--- src/rtl/core/fdag_pkg.sv ---
// Package for the fisheye dewarp address generator.
// Holds the register indexes, reset values, field widths and default parameters.
// It has no dependencies.
package fdag_pkg;

  localparam int MAX_DIM_DEF   = 4096;
  localparam int FRAC_BITS_DEF = 16;

  localparam int CFG_DATA_W = 16;
  localparam int DIM_W      = 13;
  localparam int RADIUS_W   = 16;
  localparam int MARGIN_W   = 12;
  localparam int POS_W      = 13;
  localparam int COORD_W    = 12;
  localparam int OFF_W      = 16;
  localparam int MAG_W      = 15;
  localparam int NUM_W      = 32;
  localparam int RAD_IN_W   = 40;

  typedef enum logic [2:0] {
    REG_FRAME_WIDTH  = 3'd0,
    REG_IMAGE_HEIGHT = 3'd1,
    REG_LENS_RADIUS  = 3'd2,
    REG_COL_MARGIN   = 3'd3,
    REG_ROW_MARGIN   = 3'd4
  } reg_index_t;

  localparam logic [DIM_W-1:0]    WIDTH_RST  = 13'd640;
  localparam logic [DIM_W-1:0]    HEIGHT_RST = 13'd480;
  localparam logic [RADIUS_W-1:0] RADIUS_RST = 16'd1500;
  localparam logic [MARGIN_W-1:0] CMARG_RST  = 12'd80;
  localparam logic [MARGIN_W-1:0] RMARG_RST  = 12'd60;

  typedef struct packed {
    logic [DIM_W-1:0]    frame_width;
    logic [DIM_W-1:0]    image_height;
    logic [RADIUS_W-1:0] lens_radius;
    logic [MARGIN_W-1:0] col_margin;
    logic [MARGIN_W-1:0] row_margin;
  } cfg_t;

  typedef struct packed {
    logic [NUM_W-1:0] num_col;
    logic [NUM_W-1:0] num_row;
    logic             neg_col;
    logic             neg_row;
    logic             ok;
  } front_sb_t;

endpackage

--- src/rtl/core/fdag_front.sv ---
// Front stages: margin removal, squares and the radicand Q.
// Depends on fdag_pkg.
module fdag_front #(
  parameter int MAX_DIM = fdag_pkg::MAX_DIM_DEF
) (
  input  logic                               clk,
  input  logic                               rst,
  input  logic                               en,
  input  fdag_pkg::cfg_t                     cfg,
  input  logic                               in_valid,
  input  logic [fdag_pkg::POS_W-1:0]         in_col,
  input  logic [fdag_pkg::POS_W-1:0]         in_row,
  output logic                               out_valid,
  output logic [fdag_pkg::RAD_IN_W-1:0]      out_v,
  output fdag_pkg::front_sb_t                out_sb
);
  import fdag_pkg::*;

  logic                    v1, v2;
  logic signed [OFF_W-1:0] a1, b1;
  logic                    g1, g2;
  logic [2*MAG_W-1:0]      asq2, bsq2;
  logic [35:0]             rsq2;
  logic [2*DIM_W-1:0]      wsq2;
  logic [NUM_W-1:0]        na2, nb2;
  logic                    sa2, sb2;
  logic [MAG_W-1:0]        ma, mb;
  logic signed [36:0]      q;

  assign ma = a1[OFF_W-1] ? MAG_W'(-a1) : MAG_W'(a1);
  assign mb = b1[OFF_W-1] ? MAG_W'(-b1) : MAG_W'(b1);
  assign q  = $signed(37'(asq2)) + $signed(37'(bsq2)) + $signed(37'(rsq2))
            - $signed(37'(wsq2));

  always_ff @(posedge clk) begin
    if (rst) begin
      v1 <= 1'b0;
      v2 <= 1'b0;
      out_valid <= 1'b0;
    end else if (en) begin
      v1 <= in_valid;
      v2 <= v1;
      out_valid <= v2;
    end
  end

  always_ff @(posedge clk) begin
    if (en) begin
      a1 <= $signed({2'b0, in_col, 1'b0}) - $signed({3'b0, cfg.col_margin, 1'b0})
          - $signed({3'b0, cfg.frame_width});
      b1 <= $signed({2'b0, in_row, 1'b0}) - $signed({3'b0, cfg.row_margin, 1'b0})
          - $signed({3'b0, cfg.image_height});
      g1 <= ({cfg.lens_radius, 1'b0} > {4'b0, cfg.frame_width})
          && (32'(cfg.frame_width) <= 32'(MAX_DIM))
          && (32'(cfg.image_height) <= 32'(MAX_DIM));
      asq2 <= ma * ma;
      bsq2 <= mb * mb;
      rsq2 <= {2'b0, NUM_W'(cfg.lens_radius) * NUM_W'(cfg.lens_radius), 2'b0};
      wsq2 <= cfg.frame_width * cfg.frame_width;
      na2  <= NUM_W'(cfg.lens_radius) * NUM_W'(ma);
      nb2  <= NUM_W'(cfg.lens_radius) * NUM_W'(mb);
      sa2  <= a1[OFF_W-1];
      sb2  <= b1[OFF_W-1];
      g2   <= g1;
      out_v <= (q > 0) ? RAD_IN_W'(q[35:0]) : '0;
      out_sb.num_col <= na2;
      out_sb.num_row <= nb2;
      out_sb.neg_col <= sa2;
      out_sb.neg_row <= sb2;
      out_sb.ok      <= g2 && (q > 0);
    end
  end

endmodule

--- config.mk ---
export PLATFORM = sky130hd
export DESIGN_NAME = fdag_front
export DESIGN_NICKNAME = d
export VERILOG_FILES = /design/src/rtl/core/fdag_pkg.sv /design/src/rtl/core/fdag_front.sv
export SDC_FILE = /design/constraint.sdc
export NUM_CORES = 2
export LEC_CHECK = 0
export ABC_AREA = 0
export BUFFER_PORTS_ARGS = -buffer_cell sky130_fd_sc_hd__buf_4
export CAP_MARGIN = 20
export CELL_PAD_IN_SITES_DETAIL_PLACEMENT = 1
export CELL_PAD_IN_SITES_GLOBAL_PLACEMENT = 1
export CORE_UTILIZATION = 31
export DETAILED_ROUTE_END_ITERATION = 10
export PLACE_DENSITY = 0.52
export SLEW_MARGIN = 5
export SYNTH_ARGS = -nofsm -noshare
export SYNTH_HDL_FRONTEND = slang
export SYNTH_SLANG_ARGS = --single-unit
--- constraint.sdc ---
create_clock -name clk -period 10.2 [get_ports clk]
set_clock_uncertainty 0.05 [all_clocks]
set_input_delay 1.53 -clock clk [delete_from_list [all_inputs] [get_ports clk]]
set_output_delay 1.53 -clock clk [all_outputs]
set_load 0.1 [all_outputs]
==> results.ini <==
[sta]
setup_violations = 0
setup-tns-final_ns = 0
final_hold_viol_count = 0
grt_setup_unrepaired = no
fmax_mhz = 119
fin_crit_ns = 8.44
period_share_pct = 82.7
relSlewSlack_pct = 30.8
worstMarginPinSlew_ns = 1.03
slew_viol_final = 0

[cts]
cts-root-buf = clkbuf_16
cts_resized = 0
hold_buffers = 0
numCtsBuffers = 42
cts_sinks = 315
cts_setup_buffers = 0
clk_pin_slew_ns = 0.06
cts_max_path_buffers = 3
insertion_delay_ns = 0.64
cts_tree = built
h-tree-depth = 2

[synthesis]
ys_seq_elements = 315
ys_warn_count = 0
syn_avg_cell_area_um2 = 9.55
synthFlopType = edfxtp_1
async_flop_share_pct = 0
synth-edff-count = 312
synth_cell_types = 92
syn_inst = 5793
yosysSeqAreaShare_pct = 17.0
syn_area_um2 = 55300

[drt]
wl_um = 165000
routedLengthMet1_um = 81900
firstDrtPassIters = 5
vias = 39200
route.met2.wl_um = 75000
drc = 0
routed_via_density = 4.71
route.met3.wl_um = 5680
wire_per_inst_um = 19.8
detail-route-antenna-nets = 0
drt_iter0_drc = 1708
dr.max_layer_used = met5

[grt]
grt_pass1_vias = 43600
antenna_found_initial = 17
grt.total_usage_pct = 18.7
grt_pass1_wl_um = 259000
grt_max_degree = 82
overflow = 0

[final_layout]
final_nets = 7640
synthToLayoutAreaGrowth_pct = 10.5
drive_above_1_share_pct = 6.82
fin_util_pct = 34.6

[worst_hold_path]
hold_class = flop to flop

[die]
core_area_um2 = 177000
die_h_um = 424
die_area_um2 = 180000
start_util_pct = 31.3
rows = 154
boundaryPins = 204
die-width_um = 424

[worst_setup_path]
path_common_cell = fa_1
crit_path_end_kind = flop
worst-setup-path-type = flop to flop
worst-endpoint-required_ns = 10.51
cp_max_fo = 18
slowest_stage = o41ai_1
crit_arrival_ns = 8.75
crit_path_start_kind = flop
crit_path_max_incr_delay_ns = 0.61

[job]
max_cap_viol_count = 0

[place]
dp_hpwl_um = 135000
routabilityCongestion = 0.845
io_buffers = 197

[run_status]
status = complete, no violations

-- final timing paths --
check / cells after the start / slack [ns] / end / from
hold reg to reg: 0 / 0.34 / out_sb[8] / nb2[5]
setup reg to reg: 28 / 1.76 / na2[30] / a1[5]
setup / recovery: 28 / 1.76 / na2[30] / a1[5]
hold / removal: 0 / 0.34 / out_sb[8] / nb2[5]
-- cells in the mapped netlist, types with 41 or more instances --
cell type,number,share of area [%]
inv_1,1351,9.2
fa_1,948,34
ha_1,643,15
nand2_1,521,3.5
nor2_1,490,3.3
edfxtp_1,312,17
and2_1,186,2.1
xnor2_1,174,2.8
a21oi_1,166,1.5
clkbuf_1,154,1.0
o21ai_0,108,0.98
xor2_1,83,1.3
a21o_1,75,1.0
nor3_1,59,0.53
nor2b_1,45,0.51
nand3_1,43,0.39
o21a_1,41,0.56
-- cell families (layout without fill, tap and decap cells) --
| group | count (synthesis) | in the layout | share of synthesized area [%] |
|---|---|---|---|
| compound gates | 598 | 598 | 7.20 |
| xor+xnor | 257 | 257 | 4.07 |
| fa+ha+maj | 1591 | 1591 | 48.8 |
| buf+inv | 1543 | 1730 | 10.6 |
| flops | 315 | 315 | 17.0 |
| mux | 16 | 16 | 0.299 |
| other cells | 2 | 16 | 0.0136 |
| simple gates | 1471 | 1471 | 11.9 |
-- metrics by stage --
step / worst slack (ns) / hold slack (ns) / cell area, um2 / cells
6_report: 1.76 / 0.342 / 61200 / 8334
5_1_grt: 1.34 / 0.342 / 61100 / 8327
3_3_place_gp: 1.55 / 0.352 / 59800 / 8249
3_5_place_dp: 1.52 / 0.355 / 59800 / 8249
2_1_floorplan: 2.09 / 0.350 / 55400 / 5799
4_1_cts: 1.84 / 0.331 / 61100 / 8326
-- flip-flops by register name, summed over array words and instances (netlist names) --
name	flops
out_sb	65
wsq2	24
out_valid	1
out_v	36
v2	1
asq2	29
bsq2	29
sa2	1
g1	1
v1	1
a1	16
rsq2	31
nb2	31
na2	31
g2	1
sb2	1
b1	16
-- worst max-delay path, delay by kind of cell, from the launching register on --
kind | cells | cell delay, ns
AO/OA/AOI/OAI | 8 | 1.89
XOR/XNOR | 2 | 0.69
adder cells (fa/ha/maj) | 7 | 3.27
buffers and inverters | 6 | 0.75
flip-flops | 1 | 0.45
AND/OR/NAND/NOR | 5 | 1.08
-- metal layers --
layer	vias up	global-route usage, %
met5	-	0
met4	8	3.21
met3	122	2.01
li1	18300	-
met2	507	30.0
met1	20300	27.4
-- placed cells by master, fill, tap and decap left out, types with 19 or more instances in the layout --
cell type  instances
inv_1           1351
nand3_1           43
and2_1           186
xnor2_1          171
ha_1             643
xor2_1            80
clkbuf_16         43
nand2b_1          24
clkinv_1          22
o21bai_1          19
and3_1            24
edfxtp_1         312
a211oi_1          22
nand2_1          521
buf_4            284
fa_1             948
a21oi_1          166
a21boi_0          21
nor2b_1           45
a21o_1            75
nor3_1            59
nor2_1           490
o21ai_0          108
o21a_1            41
-- area by class of cell --
class	count	area (um2)
clock buffers	51	1110
fillers	20300	116000
diodes	8	20.0
well taps	2340	2930
flip-flops and latches	315	9430
multi-input cells	3941	40100
inverters	1368	5130
clock inverters	26	278
repair buffers	285	2150
Power is not shown: default switching activity piles up to over one toggle a cycle in this logic, so the estimate is an artifact.
