## config.mk

```make
export PLATFORM = sky130hd
export DESIGN_NAME = fdag_sqrt
export DESIGN_NICKNAME = d
export VERILOG_FILES = /design/src/rtl/core/fdag_pkg.sv /design/src/rtl/core/fdag_sqrt.sv
export SDC_FILE = /design/constraint.sdc
export NUM_CORES = 2
export LEC_CHECK = 0
export BUFFER_PORTS_ARGS = -buffer_cell sky130_fd_sc_hd__buf_4
export CORE_MARGIN = 4
export CORE_UTILIZATION = 45
export DETAILED_ROUTE_END_ITERATION = 8
export PLACE_DENSITY = 0.56
export SLEW_MARGIN = 10
export SYNTH_ARGS = -nofsm -noshare
export SYNTH_HDL_FRONTEND = slang
export SYNTH_SLANG_ARGS = --single-unit
```

## constraint.sdc

```tcl
create_clock -name clk -period 4.9 [get_ports clk]
set_input_delay 0.245 -clock clk [delete_from_list [all_inputs] [get_ports clk]]
set_output_delay 0.245 -clock clk [all_outputs]
set_load 0.005 [all_outputs]
```

## src/rtl/core/fdag_pkg.sv

```systemverilog
// Package for the fisheye dewarp address generator.
// Holds the register indexes, reset values, field widths and default parameters.
// It has no dependencies.
package fdag_pkg;

  localparam int MAX_DIM_DEF   = 4096;
  localparam int FRAC_BITS_DEF = 16;

  localparam int CFG_DATA_W = 16;
  localparam int DIM_W      = 13;
  localparam int RADIUS_W   = 16;
  localparam int MARGIN_W   = 12;
  localparam int POS_W      = 13;
  localparam int COORD_W    = 12;
  localparam int OFF_W      = 16;
  localparam int MAG_W      = 15;
  localparam int NUM_W      = 32;
  localparam int RAD_IN_W   = 40;

  typedef enum logic [2:0] {
    REG_FRAME_WIDTH  = 3'd0,
    REG_IMAGE_HEIGHT = 3'd1,
    REG_LENS_RADIUS  = 3'd2,
    REG_COL_MARGIN   = 3'd3,
    REG_ROW_MARGIN   = 3'd4
  } reg_index_t;

  localparam logic [DIM_W-1:0]    WIDTH_RST  = 13'd640;
  localparam logic [DIM_W-1:0]    HEIGHT_RST = 13'd480;
  localparam logic [RADIUS_W-1:0] RADIUS_RST = 16'd1500;
  localparam logic [MARGIN_W-1:0] CMARG_RST  = 12'd80;
  localparam logic [MARGIN_W-1:0] RMARG_RST  = 12'd60;

  typedef struct packed {
    logic [DIM_W-1:0]    frame_width;
    logic [DIM_W-1:0]    image_height;
    logic [RADIUS_W-1:0] lens_radius;
    logic [MARGIN_W-1:0] col_margin;
    logic [MARGIN_W-1:0] row_margin;
  } cfg_t;

  typedef struct packed {
    logic [NUM_W-1:0] num_col;
    logic [NUM_W-1:0] num_row;
    logic             neg_col;
    logic             neg_row;
    logic             ok;
  } front_sb_t;

endpackage

```

## src/rtl/core/fdag_sqrt.sv

```systemverilog
// Pipelined square root, one result bit per stage, rounded to nearest.
// Depends on fdag_pkg.
module fdag_sqrt #(
  parameter int FRAC_BITS = fdag_pkg::FRAC_BITS_DEF,
  parameter int SB_W      = 1
) (
  input  logic                              clk,
  input  logic                              rst,
  input  logic                              en,
  input  logic                              in_valid,
  input  logic [fdag_pkg::RAD_IN_W-1:0]     in_v,
  input  logic [SB_W-1:0]                   in_sb,
  output logic                              out_valid,
  output logic [fdag_pkg::RAD_IN_W/2+FRAC_BITS-1:0] out_root,
  output logic [SB_W-1:0]                   out_sb
);
  import fdag_pkg::*;

  localparam int STEPS = RAD_IN_W/2 + FRAC_BITS;
  localparam int RW    = STEPS;
  localparam int RMW   = RW + 3;

  logic              vld  [0:STEPS];
  logic [RAD_IN_W-1:0] rad [0:STEPS];
  logic [RW-1:0]     root [0:STEPS];
  logic [RMW-1:0]    rem  [0:STEPS];
  logic [SB_W-1:0]   sb   [0:STEPS];

  assign vld[0]  = in_valid;
  assign rad[0]  = in_v;
  assign root[0] = '0;
  assign rem[0]  = '0;
  assign sb[0]   = in_sb;

  for (genvar k = 0; k < STEPS; k++) begin : g_step
    logic [RMW-1:0] rem_sh, trial;
    logic           ge;
    assign rem_sh = {rem[k][RMW-3:0], rad[k][RAD_IN_W-1 -: 2]};
    assign trial  = RMW'({root[k], 2'b01});
    assign ge     = rem_sh >= trial;
    always_ff @(posedge clk) begin
      if (rst) begin
        vld[k+1] <= 1'b0;
      end else if (en) begin
        vld[k+1] <= vld[k];
      end
    end
    always_ff @(posedge clk) begin
      if (en) begin
        rad[k+1]  <= {rad[k][RAD_IN_W-3:0], 2'b00};
        root[k+1] <= {root[k][RW-2:0], ge};
        rem[k+1]  <= ge ? rem_sh - trial : rem_sh;
        sb[k+1]   <= sb[k];
      end
    end
  end

  always_ff @(posedge clk) begin
    if (rst) begin
      out_valid <= 1'b0;
    end else if (en) begin
      out_valid <= vld[STEPS];
    end
  end

  always_ff @(posedge clk) begin
    if (en) begin
      out_root <= root[STEPS] + RW'(rem[STEPS] > RMW'(root[STEPS]));
      out_sb   <= sb[STEPS];
    end
  end

endmodule

```

==> out/summary.txt <==
Drt wl/cell - 18.2 um
Mux cell area share after synthesis - 0.0136
GRT busiest layer - met2
Crit path DAT - 5000 ps
Status - complete, no violations
Post-Syn Instances - 10,800
Initial Utilization - 0.453
NetSw - 20.3 mW
Synthesis Warnings - 0
Pins Over Slew Limit - 0
Total of max-cap violations - 0
Hold Path Class - in -> reg
Power share of the clock group - 0.303
Port Buf Inserts - 82
Initial antenna violation count - 2
Synthesized flop and latch total - 2,417
Post-Synth Simple-Gate Area - 0.114
Core area - 0.277 sq mm
P&R area growth vs syn - 12.0%
Rows - 193
Crit path kind - reg -> reg
I/O pin count - 83
Compound-Gate Fraction of Synth Area - 0.115
Clk_lat worst skew - 870 ps
Final Hold Viols - 0
Clk Tree Root Cell - clkbuf_16
Post-cts resize count - 0
Worst-case hold slack - 95.0 ps
Slew @ Worst Pin - 964 ps
Max Freq - 227 MHz
Setup crit end kind - flip-flop
Post-Syn Area - 0.125 sq mm
Final TNS setup - 0 ps
Setup Skew - 55.9 ps
Final Cycle Share - 0.898
Die Wd - 536 um
Gr ovfl total - 0
Pleak - 54.7 nW
Maximum fanout along the worst path - 5
Switching share of power - 0.306
Required @ worst endpoint - 5490 ps
Layout cell share with drive strength beyond 1 - 0.0720
Final WS setup - 498 ps
Power Dens Cells - 472 mW/mm^2
Bufs on Longest Clock Path - 4
Pre-CTS setup slack - 460 ps
Htree depth - 5
CTS tree - built
Via/cell ratio - 5.43
Clock slew seen by the registers of the worst setup and hold paths - 60 ps
Reg2reg setup slack - 500 ps
Vias in the first global route - 80,400
Largest family of logic cells by synthesized area - compound AO/OA/AOI/OAI gates
Nets - 11,800
CTS hold repair buffers - 59
Pint - 46.1 mW
Met3 usage in global routing - 0.0206
Met1 Usage GRT - 0.235
Via count - 81,400
Most used DFF post-synth - edfxtp_1
Met2 GRT Util - 0.332
CTS Sinks - 2,417
Final core occ - 0.507
Post CTS Setup Buffer Count - 0
Synth Area in Adders - 0.0736
Seq/Total Area, Yosys - 0.576
DIE HEIGHT - 536 um
Routability Congestion - 0.864
Peak supply drop - 0.000278 V
Mapped Nets - 11,500
First-pass DRT Iterations - 8
Startpoint types - flip-flop
Detailed Route WL - 273,000 um
DP HPWL - 202,000 um
Worst slew margin - 0.352
RSZ-0062 raised after global routing - false
Final setup vio count - 0
Post-synth ARST share - 0
Flop pwr share - 0.442
Die ar. - 0.287 sq mm
Final instance count without filler cells - 15,000
First-pass GRT wire length - 434,000 um
GRT Overall Usage - 0.186
Comb pwr share - 0.255
Largest net degree at the start of global routing - 149
Placed insts - 14,400
Synth unique cells - 94
Antenna Nets Post-Route - 0
DRC errors left - 0
Iter 0 DRT Violations - 5,301
Syn avg cell area - 11.7 sq um
Post-Synth XOR/XNOR Area - 0.0740
Final min period - 4400 ps
EDFF count, synth - 2,380
Num CTS Buffers - 279
cell usage in the layout, fill, tap and decap left out, types with 63 or more instances in the layout:
| cell type | synthesis | routed |
|---|---|---|
| edfxtp_1 | 2380 | 2380 |
| inv_1 | 896 | 896 |
| nand2_1 | 819 | 819 |
| nor2_1 | 738 | 737 |
| a21oi_1 | 736 | 735 |
| ha_1 | 712 | 712 |
| o21ai_0 | 620 | 620 |
| xor2_1 | 537 | 537 |
| xnor2_1 | 523 | 523 |
| a21o_1 | 326 | 326 |
| clkbuf_16 | 0 | 289 |
| nor3_1 | 265 | 263 |
| nand3_1 | 173 | 173 |
| buf_4 | 2 | 165 |
| nor4_1 | 148 | 147 |
| or3_1 | 125 | 125 |
| o21a_1 | 119 | 119 |
| nand2b_1 | 117 | 117 |
| mux2_2 | 110 | 110 |
| nand4_1 | 101 | 101 |
| nor2b_1 | 79 | 79 |
| o21bai_1 | 77 | 76 |
| a211oi_1 | 68 | 68 |
| or4_1 | 66 | 66 |
| o31ai_1 | 64 | 63 |
worst paths after layout:
kind                   from            to  cells past startpoint
setup reg to reg    root[1]  out_root[34]                     20
setup / recovery    root[1]  out_root[34]                     20
hold reg to reg   rad[1147]     rad[1109]                      0
hold / removal     in_v[33]     rad[1435]                      2
synth_stat cells (all sizes together), types with 110 or more instances:
library cell  count  area [sq um]
xnor2           523          4580
nand3           176           896
o21ai           624          3130
inv             897          3370
or3             125           782
clkbuf          185           694
nand2           819          3070
nand2b          117           732
edfxtp         2380         71500
nor2            738          2770
a21oi           736          3680
a21o            326          2450
nor3            270          1380
xor2            537          4700
nor4            152          1000
o21a            119           893
ha              712          8910
mux2            110          1240
power groups by stage:
stage               combinational (mW)  sequential (mW)  clock, mW
floorplan                         12.8             28.6          0
global placement                  16.6             29.8          0
detailed placement                16.8             29.8          0
CTS                               16.9             29.4       20.8
global route                      19.0             29.6       21.7
finish                            16.9             29.3       20.1
state kept, by name, indices dropped and copies added, names as in the netlist:
name / count
sb: 36
g_step.rem_sh: 1261
out_valid: 1
g_step.trial: 630
root: 36
out_root: 36
rad: 342
rem: 38
out_sb: 1
vld: 36
metal layers:
layer,routed length [um],vias up
li1,-,40100
met1,117000,39300
met2,137000,1596
met4,8840,0
met3,9670,519
met5,0,-
logic make-up (layout without fill, tap and decap cells):
family / after synthesis / after routing
compound gates: 2348 / 2348
xor+xnor: 1060 / 1060
fa+ha+maj: 728 / 728
buf+inv: 1118 / 1643
flops: 2417 / 2417
mux: 157 / 157
other cells: 1 / 6
simple gates: 2932 / 2932
worst max-delay path: stages, from the launching register on:
cell and delay (ps):
edfxtp_1 430, inv_1 60, ha_1 290, nor2b_1 140, o21a_1 170, o21a_1 160, o21a_1 160, o21a_1 160
o21ai_0 160, nand2b_1 130, a221oi_1 470, o22ai_1 140, o22a_1 280, ha_1 270, ha_1 270, nand2_1 180
nor3_1 130, and4_1 270, nor2b_1 160, nand2_1 80, xnor2_1 60
stage by stage:
step | total power [mW] | cell area (sq um)
floorplan | 41.4 | 125000
global placement | 46.3 | 131000
detailed placement | 46.6 | 131000
CTS | 67.1 | 141000
global route | 70.3 | 141000
finish | 66.4 | 141000
layout make-up:
cell class | instances | area (sq um)
Antenna cell | 5 | 12.5
Fill cell | 24300 | 136000
Timing Repair Buffer | 248 | 2320
Tap cell | 3705 | 4640
Clock buffer | 346 | 7450
Multi-Input combinational cell | 7226 | 49100
Sequential cell | 2417 | 72200
Inverter | 899 | 3370
Clock inverter | 150 | 1390
Power figures use the tool's default switching activity.
