==> config.mk <==
export PLATFORM = sky130hd
export DESIGN_NAME = fdag_place
export DESIGN_NICKNAME = d
export VERILOG_FILES = /design/src/rtl/core/fdag_pkg.sv /design/src/rtl/core/fdag_place.sv
export SDC_FILE = /design/constraint.sdc
export NUM_CORES = 1
export LEC_CHECK = 0
export BUFFER_PORTS_ARGS = -buffer_cell sky130_fd_sc_hd__buf_2
export CORE_ASPECT_RATIO = 2
export CORE_MARGIN = 1
export CORE_UTILIZATION = 55
export CTS_CLUSTER_DIAMETER = 50
export DETAILED_ROUTE_END_ITERATION = 16
export PLACE_DENSITY = 0.77
export SKIP_LAST_GASP = 1
export SYNTH_ARGS = -nofsm -noshare
export SYNTH_HDL_FRONTEND = slang
export SYNTH_SLANG_ARGS = --single-unit
==> constraint.sdc <==
create_clock -name clk -period 10.05 [get_ports clk]
set_input_delay 0 -clock clk [delete_from_list [all_inputs] [get_ports clk]]
set_output_delay 0 -clock clk [all_outputs]
set_load 0.02 [all_outputs]
==> src/rtl/core/fdag_pkg.sv <==
// Package for the fisheye dewarp address generator.
// Holds the register indexes, reset values, field widths and default parameters.
// It has no dependencies.
package fdag_pkg;

  localparam int MAX_DIM_DEF   = 4096;
  localparam int FRAC_BITS_DEF = 16;

  localparam int CFG_DATA_W = 16;
  localparam int DIM_W      = 13;
  localparam int RADIUS_W   = 16;
  localparam int MARGIN_W   = 12;
  localparam int POS_W      = 13;
  localparam int COORD_W    = 12;
  localparam int OFF_W      = 16;
  localparam int MAG_W      = 15;
  localparam int NUM_W      = 32;
  localparam int RAD_IN_W   = 40;

  typedef enum logic [2:0] {
    REG_FRAME_WIDTH  = 3'd0,
    REG_IMAGE_HEIGHT = 3'd1,
    REG_LENS_RADIUS  = 3'd2,
    REG_COL_MARGIN   = 3'd3,
    REG_ROW_MARGIN   = 3'd4
  } reg_index_t;

  localparam logic [DIM_W-1:0]    WIDTH_RST  = 13'd640;
  localparam logic [DIM_W-1:0]    HEIGHT_RST = 13'd480;
  localparam logic [RADIUS_W-1:0] RADIUS_RST = 16'd1500;
  localparam logic [MARGIN_W-1:0] CMARG_RST  = 12'd80;
  localparam logic [MARGIN_W-1:0] RMARG_RST  = 12'd60;

  typedef struct packed {
    logic [DIM_W-1:0]    frame_width;
    logic [DIM_W-1:0]    image_height;
    logic [RADIUS_W-1:0] lens_radius;
    logic [MARGIN_W-1:0] col_margin;
    logic [MARGIN_W-1:0] row_margin;
  } cfg_t;

  typedef struct packed {
    logic [NUM_W-1:0] num_col;
    logic [NUM_W-1:0] num_row;
    logic             neg_col;
    logic             neg_row;
    logic             ok;
  } front_sb_t;

endpackage

==> src/rtl/core/fdag_place.sv <==
// Final stages: source position, strict range test and rounding to a pixel.
// Depends on fdag_pkg.
module fdag_place #(
  parameter int FRAC_BITS = fdag_pkg::FRAC_BITS_DEF
) (
  input  logic                                   clk,
  input  logic                                   rst,
  input  logic                                   en,
  input  fdag_pkg::cfg_t                         cfg,
  input  logic                                   in_valid,
  input  logic [fdag_pkg::NUM_W+2*FRAC_BITS-1:0] off_col,
  input  logic [fdag_pkg::NUM_W+2*FRAC_BITS-1:0] off_row,
  input  logic                                   neg_col,
  input  logic                                   neg_row,
  input  logic                                   ok,
  output logic                                   out_valid,
  output logic [fdag_pkg::COORD_W-1:0]           src_col,
  output logic [fdag_pkg::COORD_W-1:0]           src_row,
  output logic                                   in_range
);
  import fdag_pkg::*;

  localparam int QW = NUM_W + 2*FRAC_BITS;
  localparam int PW = QW + 2;

  logic signed [PW-1:0] ctr_c, ctr_r, pc, pr, hi_c, hi_r;
  logic                 v1, ok1;
  logic                 inc, inr, upc, upr;
  logic [FRAC_BITS-1:0] half;

  assign ctr_c = $signed(PW'(cfg.frame_width)) <<< (FRAC_BITS-1);
  assign ctr_r = $signed(PW'(cfg.image_height)) <<< (FRAC_BITS-1);
  assign hi_c  = ($signed(PW'(cfg.frame_width)) - $signed(PW'(1))) <<< FRAC_BITS;
  assign hi_r  = ($signed(PW'(cfg.image_height)) - $signed(PW'(1))) <<< FRAC_BITS;
  assign half  = FRAC_BITS'(1) << (FRAC_BITS-1);

  assign inc = (pc > 0) && (pc < hi_c);
  assign inr = (pr > 0) && (pr < hi_r);
  assign upc = (pc[FRAC_BITS-1:0] > half)
            || ((pc[FRAC_BITS-1:0] == half) && pc[FRAC_BITS]);
  assign upr = (pr[FRAC_BITS-1:0] > half)
            || ((pr[FRAC_BITS-1:0] == half) && pr[FRAC_BITS]);

  always_ff @(posedge clk) begin
    if (rst) begin
      v1 <= 1'b0;
      out_valid <= 1'b0;
    end else if (en) begin
      v1 <= in_valid;
      out_valid <= v1;
    end
  end

  always_ff @(posedge clk) begin
    if (en) begin
      pc  <= neg_col ? ctr_c - $signed(PW'(off_col)) : ctr_c + $signed(PW'(off_col));
      pr  <= neg_row ? ctr_r - $signed(PW'(off_row)) : ctr_r + $signed(PW'(off_row));
      ok1 <= ok;
      in_range <= ok1 && inc && inr;
      src_col  <= (ok1 && inc && inr)
                ? pc[FRAC_BITS +: COORD_W] + COORD_W'(upc) : '0;
      src_row  <= (ok1 && inc && inr)
                ? pr[FRAC_BITS +: COORD_W] + COORD_W'(upr) : '0;
    end
  end

endmodule

==> results.txt, run 1 <==
- Routed vias/inst: 6.27
- Residual DRC: 0
- Together, buffers and inverters on the worst path number 3.
* Vertical die dimension: 228 µm
- Post-CTS repair changed the size of 0 cells.
- In this run the count of I/O pins placed on the die edge is 227.
- Dividing the detail-routed wire length by the instance count gives 21.5 µm.
- # setup viols final: 0
- Number of diodes: 0
- Setup WS pre-CTS: 5.89 ns
- Wire length of the first global-routing pass: 71500 µm
* Hold-fix buffer count after cts: 107
* Initial core utilization: 56.0%
- In this design, the stage delay of the slowest critical-path cell is 0.96 ns.
- Worst-case clock skew: 0.0110 ns
- Die Span X: 115 µm
- Source-to-sink clock delay at the later pin of the worst-skew pair: 0.45 ns
- For this run, the leading register cell type out of synthesis is edfxtp_1.
* Synth async-reset ratio: 0%
- Summed over all layers, the routed wires come to 46100 µm.
* TritonCTS Buffers: 17
* Sink Count: 160
- Vias in the first global route: 13957
- Clk Tree Root Cell: clkbuf_16
- At the worst endpoint, the required time is 10.29 ns.
- For the pin with the worst max-slew slack, the measured transition is 1.25 ns.
- The die covers 26300 µm².
- Final Max Tran Viols: 0
- Hold slack final: 0.0232 ns
- Of the available clock period, the critical path in the final layout requires 40.7%.
* Layout cells sized above 1: 14.3%
- Setup_tns: 0 ns
* Number of synthesized flops with an enable pin: 158
- In this run the power density over the cells is 125 nW/µm².
- Area after detailed placement: 15300 µm²
- Number of H-tree levels: 4
- Area Overhead vs Synth: 20.7%
* Syn Std Cell Area: 14100 µm²
- Global-route congestion overflow total: 0
- Detailed Route Iter0 Violations: 925
- The number of antenna violations at the first check in global routing came to 0.
* Met2 Usage GRT: 67.2%
- Highest ir drop seen on vdd: 0.135 mV
* Clk pin slew, worst setup/hold paths: 0.06 ns
- For this run, the post-layout net count is 2158.
- Measured against its own limit, the worst slew margin works out to 16.1%.
* Critical path cell sequence: buf_2 > nor2_1 > nand3_1 > or3_1 > nor2_1 > nand2_1 > buf_4 > ha_1 > nand2_1 > o21ai_0 > a21oi_1 > o211ai_1 > a21oi_1 > xor2_2 > buf_4 > nor3_1
- Number of standard cells in the final layout excluding fillers: 2146
- Data on the critical path arrives at its endpoint at 4.34 ns.
* Shortest clock period the worst path allows after layout: 4.09 ns
* Setup slack of the critical path after layout: 5.96 ns
- Area of all placed cells without fillers: 17000 µm²
- Vias: 13462
- Port Buf Inserts: 186
* Post CTS Setup Buffer Count: 0
* Unrepaired setup endpoints after global routing: no
- Net count after synthesis: 1889
- F_max: 244 MHz
* Area of the core: 25100 µm²
* Number of storage elements in the synthesis netlist: 160
- TritonCTS built the clock tree.
- Yosys mapped the design onto 73 distinct sky130hd cell types.
- Across every metal layer, demand over resource in global routing totals 36.5%.
* Critical path capture point type: register
* Category of the critical setup timing path: in -> reg
* CP top delay family: compound AO/OA/AOI/OAI gates
* Final RePlAce weighted congestion: 0.984
- Outcome: finished clean
- Static leakage: 6.54 nW
* Count of synthesis-stage warnings from yosys: 0
- The count of nets left with antenna violations once routing finished came out at 0.
- Maximum buffer depth of the clock tree: 2
- Global routing usage on met1: 33.3%
- In the global route stage, met3 resource usage came out at 7.28%.
- Largest fanout on the critical path: 37
- Across the run, the number of max-cap violations was 0.
- Entering global routing, the biggest net connects 102 pins.
* Total half-perimeter wirelength after legalization and detailed placement: 34400 µm
- The first detailed-routing pass ran for 5 iterations.
* Hold Violations, Final: 0
- Most used routing layer in global routing: met2
* Cell row count: 82
* Cell total after placement: 2006
- Sequential cells were found to cover 34.0% of the synthesized design area.
- The cell count after synthesis came out at 1528.
- STA classifies the critical path startpoint as an input pin.
* Worst hold path class: in -> reg
- The largest individual stage delay along the critical path comes from the cell o21ai_0.
- A synthesized cell averages 9.21 µm².
==> cell families (layout without fill, tap and decap cells) <==
logic type | Yosys count | after routing | synth area share [%]
AO/OA/AOI/OAI | 387 | 387 | 17.9
XOR/XNOR | 166 | 166 | 10.3
adder cells (fa/ha/maj) | 160 | 160 | 14.3
buffers and inverters | 120 | 402 | 3.21
flip-flops | 160 | 160 | 34.0
multiplexers | 3 | 3 | 0.213
AND/OR/NAND/NOR | 532 | 532 | 20.0
==> routing by layer <==
| metal | vias to the layer above | part of all wire [%] |
|---|---|---|
| met5 | - | 0 |
| met3 | 201 | 5.6 |
| met2 | 562 | 54 |
| li1 | 6385 | - |
| met4 | 0 | 8.4 |
| met1 | 6314 | 32 |
==> worst paths after layout <==
| kind | start | endpoint | slack (ns) | cells after the start |
|---|---|---|---|---|
| worst min register to register | out_valid$_SDFFE_PP0P_ | out_valid$_SDFFE_PP0P_ | 0.50 | 2 |
| worst max-delay path | cfg[56] | src_row[9]$_SDFFCE_PN0P_ | 5.96 | 16 |
| worst max register to register | pc[32]$_DFFE_PP_ | src_row[9]$_SDFFCE_PN0P_ | 6.56 | 9 |
| worst min-delay path | off_col[1] | pc[1]$_DFFE_PP_ | 0.02 | 3 |
==> area by class of cell <==
class	count	area [µm²]
multi-input combinational	1248	8860
fill	2029	8160
sequential	160	4780
timing repair buffer	302	2080
clock buffer	19	433
tap	336	420
inverter	68	255
clock inverter	13	150
==> state kept, by name (all words and copies together), names as in the netlist <==
name	flops
pc	66
pr	66
src_col	12
src_row	12
in_range	1
ok1	1
out_valid	1
v1	1
==> power by group <==
part	total, W	switching, W	internal, W
Sequential	0.000892	0.0000663	0.000826
Combinational	0.000572	0.000329	0.000243
Clock	0.000652	0.000282	0.000370
==> cells in the mapped netlist (24+ instances only) <==
library cell	n	area (µm²)
nand2_1	94	353
edfxtp_1	158	4740
xnor2_1	105	920
o21ai_0	73	365
nand4_1	37	231
inv_1	68	255
a21oi_1	121	606
nor4_1	60	375
a31oi_1	26	163
a21o_1	24	180
ha_1	158	1980
clkbuf_1	44	165
or3_1	27	169
nor3_1	59	295
nand3_1	50	250
xor2_1	61	534
nor2_1	93	349
==> metrics by stage <==
step / utilization (%) / total power, W
after floorplan: - / 0.00121
after global placement: 60.9 / 0.00140
after detailed placement: 60.9 / 0.00142
after CTS: 67.5 / 0.00210
after global routing: 67.6 / 0.00221
final: 67.6 / 0.00212
==> worst min-delay path: stages <==
cell and delay [ns]:
buf_2 0.11, inv_1 0.06, o21ai_0 0.11
==> cells in the final DEF, fill, tap and decap left out, types with 9 or more instances in the layout <==
master / netlist / routed
buf_2: 1 / 185
ha_1: 158 / 158
o31a_1: 12 / 12
nor3b_1: 11 / 11
nand2b_1: 18 / 18
nor3_1: 59 / 59
dlygate4sd3_1: 0 / 107
a21o_1: 24 / 24
o41ai_1: 11 / 11
or4_1: 9 / 9
nor2b_1: 14 / 14
nand2_1: 94 / 94
xor2_1: 61 / 60
nor4_1: 60 / 60
and3_1: 18 / 18
nand4_1: 37 / 37
o31ai_1: 18 / 18
o21ai_0: 73 / 73
edfxtp_1: 158 / 158
a31oi_1: 26 / 26
inv_1: 68 / 68
nor2_1: 93 / 93
a21oi_1: 121 / 120
o22ai_1: 14 / 14
or3_1: 27 / 27
nand3_1: 50 / 50
a221oi_1: 9 / 9
buf_4: 0 / 9
clkbuf_16: 0 / 17
or2_2: 10 / 10
xnor2_1: 105 / 105
Note: power is estimated with default switching activity, not from simulation.
==> inputs of run 2 (changes only) <==
Settings changed: ABC_AREA set to 1, PLACE_DENSITY 0.77 to 0.78.
Clock period 10.05 ns to 3.5 ns, I/O delays scaled along.
==> run 2 against run 1 <==
The flow now stops in global routing; area after synthesis up 38%; synthesized cell count rose by 100%.
==> results.txt, run 2 <==
- The routability congestion estimate came to 1.30 (was 0.984).
* Library cell with the highest instance count after synthesis: nand2_1
- The number of buffers created by CTS came to 17 (unchanged).
- The number of nets produced by synthesis is 3473 (was 1889).
- After global routing the overflow that remains totals 162.
- The total placed instance area was 21100 µm² (was 15300 µm²).
- The post-synthesis cell type with the largest combined area is edfxtp_1 (unchanged).
- Wire length of the first global-routing pass: 157000 µm
- The area of the mapped netlist was 19500 µm² (was 14100 µm²).
- Top post-synthesis cells by area: edfxtp_1 (24%), nand2_1 (20%), ha_1 (10%) (was edfxtp_1 (34%), ha_1 (14%), xnor2_1 (6.5%)).
- For this run, the total global-route usage over all layers was measured as 58.8%.
* Outcome: did not finish (was finished clean)
- Die Span X: 135 µm (was 115 µm)
- Stage where the run ended: global routing
- The unique cell type count in the Yosys netlist came to 55 (was 73).
* Synth async-reset ratio: 0% (unchanged)
* Run-stopping error: [ERROR GRT-0116] Global routing finished with congestion. Check the congestion regions in the DRC Viewer.
- Most common flop cell mapped by yosys: edfxtp_1 (unchanged)
- The number of buffers on the longest clock path is 2 (unchanged).
- Port Buf Inserts: 186 (unchanged)
* Number of synthesized flops with an enable pin: 158 (unchanged)
* Sink Count: 160 (unchanged)
* Top Ports: 227 (unchanged)
- The share of the synthesized area in the top cell type came to 24.3% (was 33.7%).
- The number of buffers added for setup after CTS came to 0 (unchanged).
* Count of synthesis-stage warnings from yosys: 0 (unchanged)
- Cell row count: 97 (was 82)
* Total half-perimeter wirelength after legalization and detailed placement: 74900 µm (was 34400 µm)
- Initial core utilization: 55.7% (was 56.0%)
* Number of H-tree levels: 4 (unchanged)
* Number of storage elements in the synthesis netlist: 160 (unchanged)
* Vias in the first global route: 25558
- The instance count after placement with tap cells included was 3741 (was 2006).
* Synth cell count leaders: nand2_1 (1027), nor2_1 (388), inv_1 (386) (was edfxtp_1 (158), ha_1 (158), a21oi_1 (121))
* Part of the Yosys area used for sequential elements: 24.6% (was 34.0%)
* Instance count of the mapped netlist: 3112 (was 1528)
- The buffer type at the clock tree root is clkbuf_16 (unchanged).
- Entering global routing, the biggest net connects 94 pins.
- Syn Area/Cell: 6.26 µm² (was 9.21 µm²)
- The die boundary height was 268 µm (was 228 µm).
==> run 2: logic make-up after synthesis <==
logic type	share of synthesized area [%]
AND/OR/NAND/NOR	43.1
buffers and inverters	8.77
AO/OA/AOI/OAI	7.43
adder cells (fa/ha/maj)	10.4
flip-flops	24.6
XOR/XNOR	5.75
==> run 2: through the flow <==
stage                     setup WS, ns  util (%)
after CTS                        0.480      63.7
after detailed placement       0.00232      60.5
after floorplan                  0.188         -
after global placement           0.136      60.5
==> run 2: metal layers <==
layer	global-route usage [%]	overflow
met1	52.0	1
met2	90.6	113
met3	25.9	1
met4	71.8	47
met5	0	0
==> run 2: repair_timing <==
action,4_1_cts
hold buffers,56
gates resized for setup,0
hold endpoints to repair,56
==> inputs of run 3 (changes only) <==
Settings changed: CORE_ASPECT_RATIO 2 to unset, CORE_UTILIZATION 55 to 40, CTS_CLUSTER_DIAMETER 50 to unset, PLACE_DENSITY 0.78 to unset, PLACE_DENSITY_LB_ADDON set to 0.15.
Clock period 3.5 ns to 4.5 ns, I/O delays scaled along.
==> run 3 against run 2 <==
The flow now finishes without violations; area after synthesis unchanged; synthesized cell count is the same.
==> results.txt, run 3 <==
* Worst hold path stage count: 1
- Net count after synthesis: 3473 (unchanged)
- The internal portion of the total power is 0.00312 W.
- After detailed routing, the average wire length per cell comes to 21.9 µm.
- Post-detailed-route count of antenna-violating nets: 0
* Portion of synthesized cell area occupied by the leading cell type: 24.3% (unchanged)
- Shortest clock period the worst path allows after layout: 3.53 ns
* Largest net degree at the start of global routing: 96
* Post-route clock period utilization: 78.5%
* Final Max Tran Viols: 0
* Area Overhead vs Synth: 14.3%
- Count of synthesis-stage warnings from yosys: 0 (unchanged)
- The clock arrives with 0.0102 ns of skew.
- Sink Count: 160 (unchanged)
- Transition time at the pin with the least slew margin: 1.01 ns
- After the last flow step, the layout net total stands at 3706.
- Power comes to 0.00509 W.
* Largest fanout on the critical path: 32
- The H-tree depth was 4 (unchanged).
* Total Die Area: 49600 µm²
* Highest ir drop seen on vdd: 0.219 mV
* Area of the core: 47800 µm²
- The first global-routing pass estimated 128000 µm of wire.
- The synthesized area divided by synthesized cell count is 6.26 µm² (unchanged).
* Seq pwr share: 38.4%
* Category of the critical setup timing path: in -> reg
- Setup repair after global routing left no endpoint under its margin.
- Die Span X: 223 µm (was 135 µm)
- Outcome: finished clean (was did not finish).
- Hold Violations, Final: 0
- Worst setup slack for register-to-register paths: 1.50 ns
- Setup violations remaining at the end of the flow were counted as 0.
* Worst Hold End: pr[55]$_DFFE_PP_
- Vertical die dimension: 223 µm (was 268 µm)
- F_max: 283 MHz
- Clock network power share: 29.0%
- Dividing the detail-routed via count by the number of cells gives 5.53.
- Residual DRC: 0
* Setup_tns: 0 ns
* Max-cap violations: 0
* Most common cell after layout, fill and taps aside: nand2_1
- In this run the worst hold path is classified as in -> reg.
- Clock tree from TritonCTS: yes
* Top library cells by usage in the layout, fill and taps aside: nand2_1 (1027), nor2_1 (388), inv_1 (386)
- Required time of the critical path: 4.78 ns
- Most common flop cell mapped by yosys: edfxtp_1 (unchanged)
- Port Buf Inserts: 186 (unchanged)
- After clock tree synthesis, the clock-pin slew on the worst setup and hold paths is 0.07 ns.
- Global routing used 35.0% of the available tracks.
* Critical path capture point type: register
- Top Ports: 227 (unchanged)
* Number of storage elements in the synthesis netlist: 160 (unchanged)
- Total half-perimeter wirelength after legalization and detailed placement: 73400 µm (was 74900 µm)
* Initial core utilization: 40.7% (was 55.7%)
* Layout cells sized above 1: 8.61%
- The worst setup path is launched from an input pin.
- Reg-to-reg endpoint: src_row[9]$_SDFFCE_PN0P_
- Summed over all layers, the routed wires come to 87000 µm.
- Number of standard cells in the final layout excluding fillers: 3972
- Synth async-reset ratio: 0% (unchanged)
- In this run the critical register-to-register path is launched from pr[23]$_DFFE_PP_.
- The total placed instance area is 21000 µm² (was 21100 µm²).
* Synth cell count leaders: nand2_1 (1027), nor2_1 (388), inv_1 (386) (unchanged)
* Worst slew slack as a fraction of its limit: 32.1%
* Number of diodes: 0
- The largest registers in the layout are pc x66, pr x66.
* TritonCTS Buffers: 17 (unchanged)
* Syn Std Cell Area: 19500 µm² (unchanged)
* Vias in the first global route: 21558
- Arrival time reported for the critical path endpoint: 3.81 ns
- The analysis attributes to cell leakage a power of 10.6 nW.
- Top post-synthesis cells by area: edfxtp_1 (24%), nand2_1 (20%), ha_1 (10%) (unchanged)
* Global-route congestion overflow total: 0
* Part of the Yosys area used for sequential elements: 24.6% (unchanged)
* Number of synthesized flops with an enable pin: 158 (unchanged)
- The post-synthesis cell type with the largest combined area is edfxtp_1 (unchanged).
- The routability congestion estimate came to 1.04 (was 1.30).
- Of the total power, combinational logic draws 32.6%.
* Library cell with the highest instance count after synthesis: nand2_1 (unchanged)
- Number of antenna violations at the first check in global routing: 0
- Clk Tree Root Cell: clkbuf_16 (unchanged)
* Maximum buffer depth of the clock tree: 2 (unchanged)
- The post-cts gate resize count is 0 (unchanged).
- The clock reaches the later pin of the worst-skew pair after 0.48 ns.
- Net switching is 38.7% of the power.
* Area of all placed cells without fillers: 22300 µm²
- Net switching power: 0.00197 W
- The instance count after placement with tap cells included was 3877 (was 3741).
* Startpoint of the most critical hold path: en
- Worst R2R Path Depth: 11
- DRT Pass-1 Iters: 6
- Cell row count: 80 (was 97)
- Yosys cell types: 55 (unchanged)
- Detailed routing inserted a total of 21985 vias.
- Instance count of the mapped netlist: 3112 (unchanged)
* Detailed Route Iter0 Violations: 1972
- For this design the ratio of total power to cell area is 229 nW/µm².
[run 3: cell counts after synthesis]
No cell type changed its count.
[run 3: power by group through the flow]
stage,combinational (W),sequential [W],clock [W]
2_1_floorplan,0.000941,0.00194,0
3_3_place_gp,0.00155,0.00198,0
3_5_place_dp,0.00158,0.00198,0
4_1_cts,0.00163,0.00195,0.00150
5_1_grt,0.00182,0.00197,0.00156
6_report,0.00166,0.00195,0.00148
[run 3: area by class of cell]
class	count	area, µm²
fill	5083	25600
multi-input combinational	2511	13000
sequential	160	4780
timing repair buffer	259	1660
inverter	396	1490
tap	615	769
clock buffer	17	425
clock inverter	14	153
[run 3: kinds of logic after synthesis]
group	Yosys count	synth area share [%]
and+or+nand+nor	1957	43.1
buffers and inverters	441	8.77
AOI/OAI and AO/OA	266	7.43
adders and majority gates	160	10.4
DFF	160	24.6
xor gates and xnor gates	128	5.75
[run 3: timing repair]
action / in CTS / in global routing
buffers inserted: 0 / 0
endpoints found under the hold margin: 64 / 0
hold buffers: 64 / 0
[run 3: stage by stage]
stage	setup WS [ns]	utilization [%]	hold WS [ns]
detailed placement	0.529	44.0	0.177
global route	0.714	46.5	0.0267
floorplan	1.19	-	0.0691
CTS	1.02	46.5	0.00204
global placement	0.720	44.0	0.168
finish	0.968	46.5	0.0177
[run 3: how the worst max path moves through the flow]
| stage | slack [ns] | to | start |
|---|---|---|---|
| 2_1_floorplan | 1.19 | src_row[2]$_SDFFCE_PN0P_ | cfg[58] |
| 3_3_place_gp | 0.72 | src_col[0]$_SDFFCE_PN0P_ | cfg[41] |
| 3_5_place_dp | 0.53 | src_col[4]$_SDFFCE_PN0P_ | cfg[41] |
| 4_1_cts | 1.02 | src_col[4]$_SDFFCE_PN0P_ | cfg[41] |
| 5_1_grt | 0.71 | src_col[4]$_SDFFCE_PN0P_ | cfg[41] |
| 6_report | 0.97 | src_row[9]$_SDFFCE_PN0P_ | cfg[41] |
[run 3: metal layers]
metal,GRT usage (%),share of wire (%),wire (µm),vias up
met3,3.83,5.0,4360,219
li1,-,-,-,10634
met1,39.1,39,33700,10302
met2,62.2,49,42700,830
met5,0,0,0,-
met4,23.9,7.2,6280,0
[run 3: worst max-delay path: stages]
cell and delay [ns]:
buf_2 0.13, nor2_1 0.15, nand3_1 0.14, or3_1 0.39, nor2_1 0.18, nand2_1 0.29
buf_4 0.36, ha_1 0.36, nand2_1 0.07, nor2_1 0.14, nand4_1 0.15, nor2_1 0.23
inv_1 0.07, nor2_1 0.08, nand2_1 0.07, nand4_1 0.09, nand3_2 0.48, nor3_1 0.38
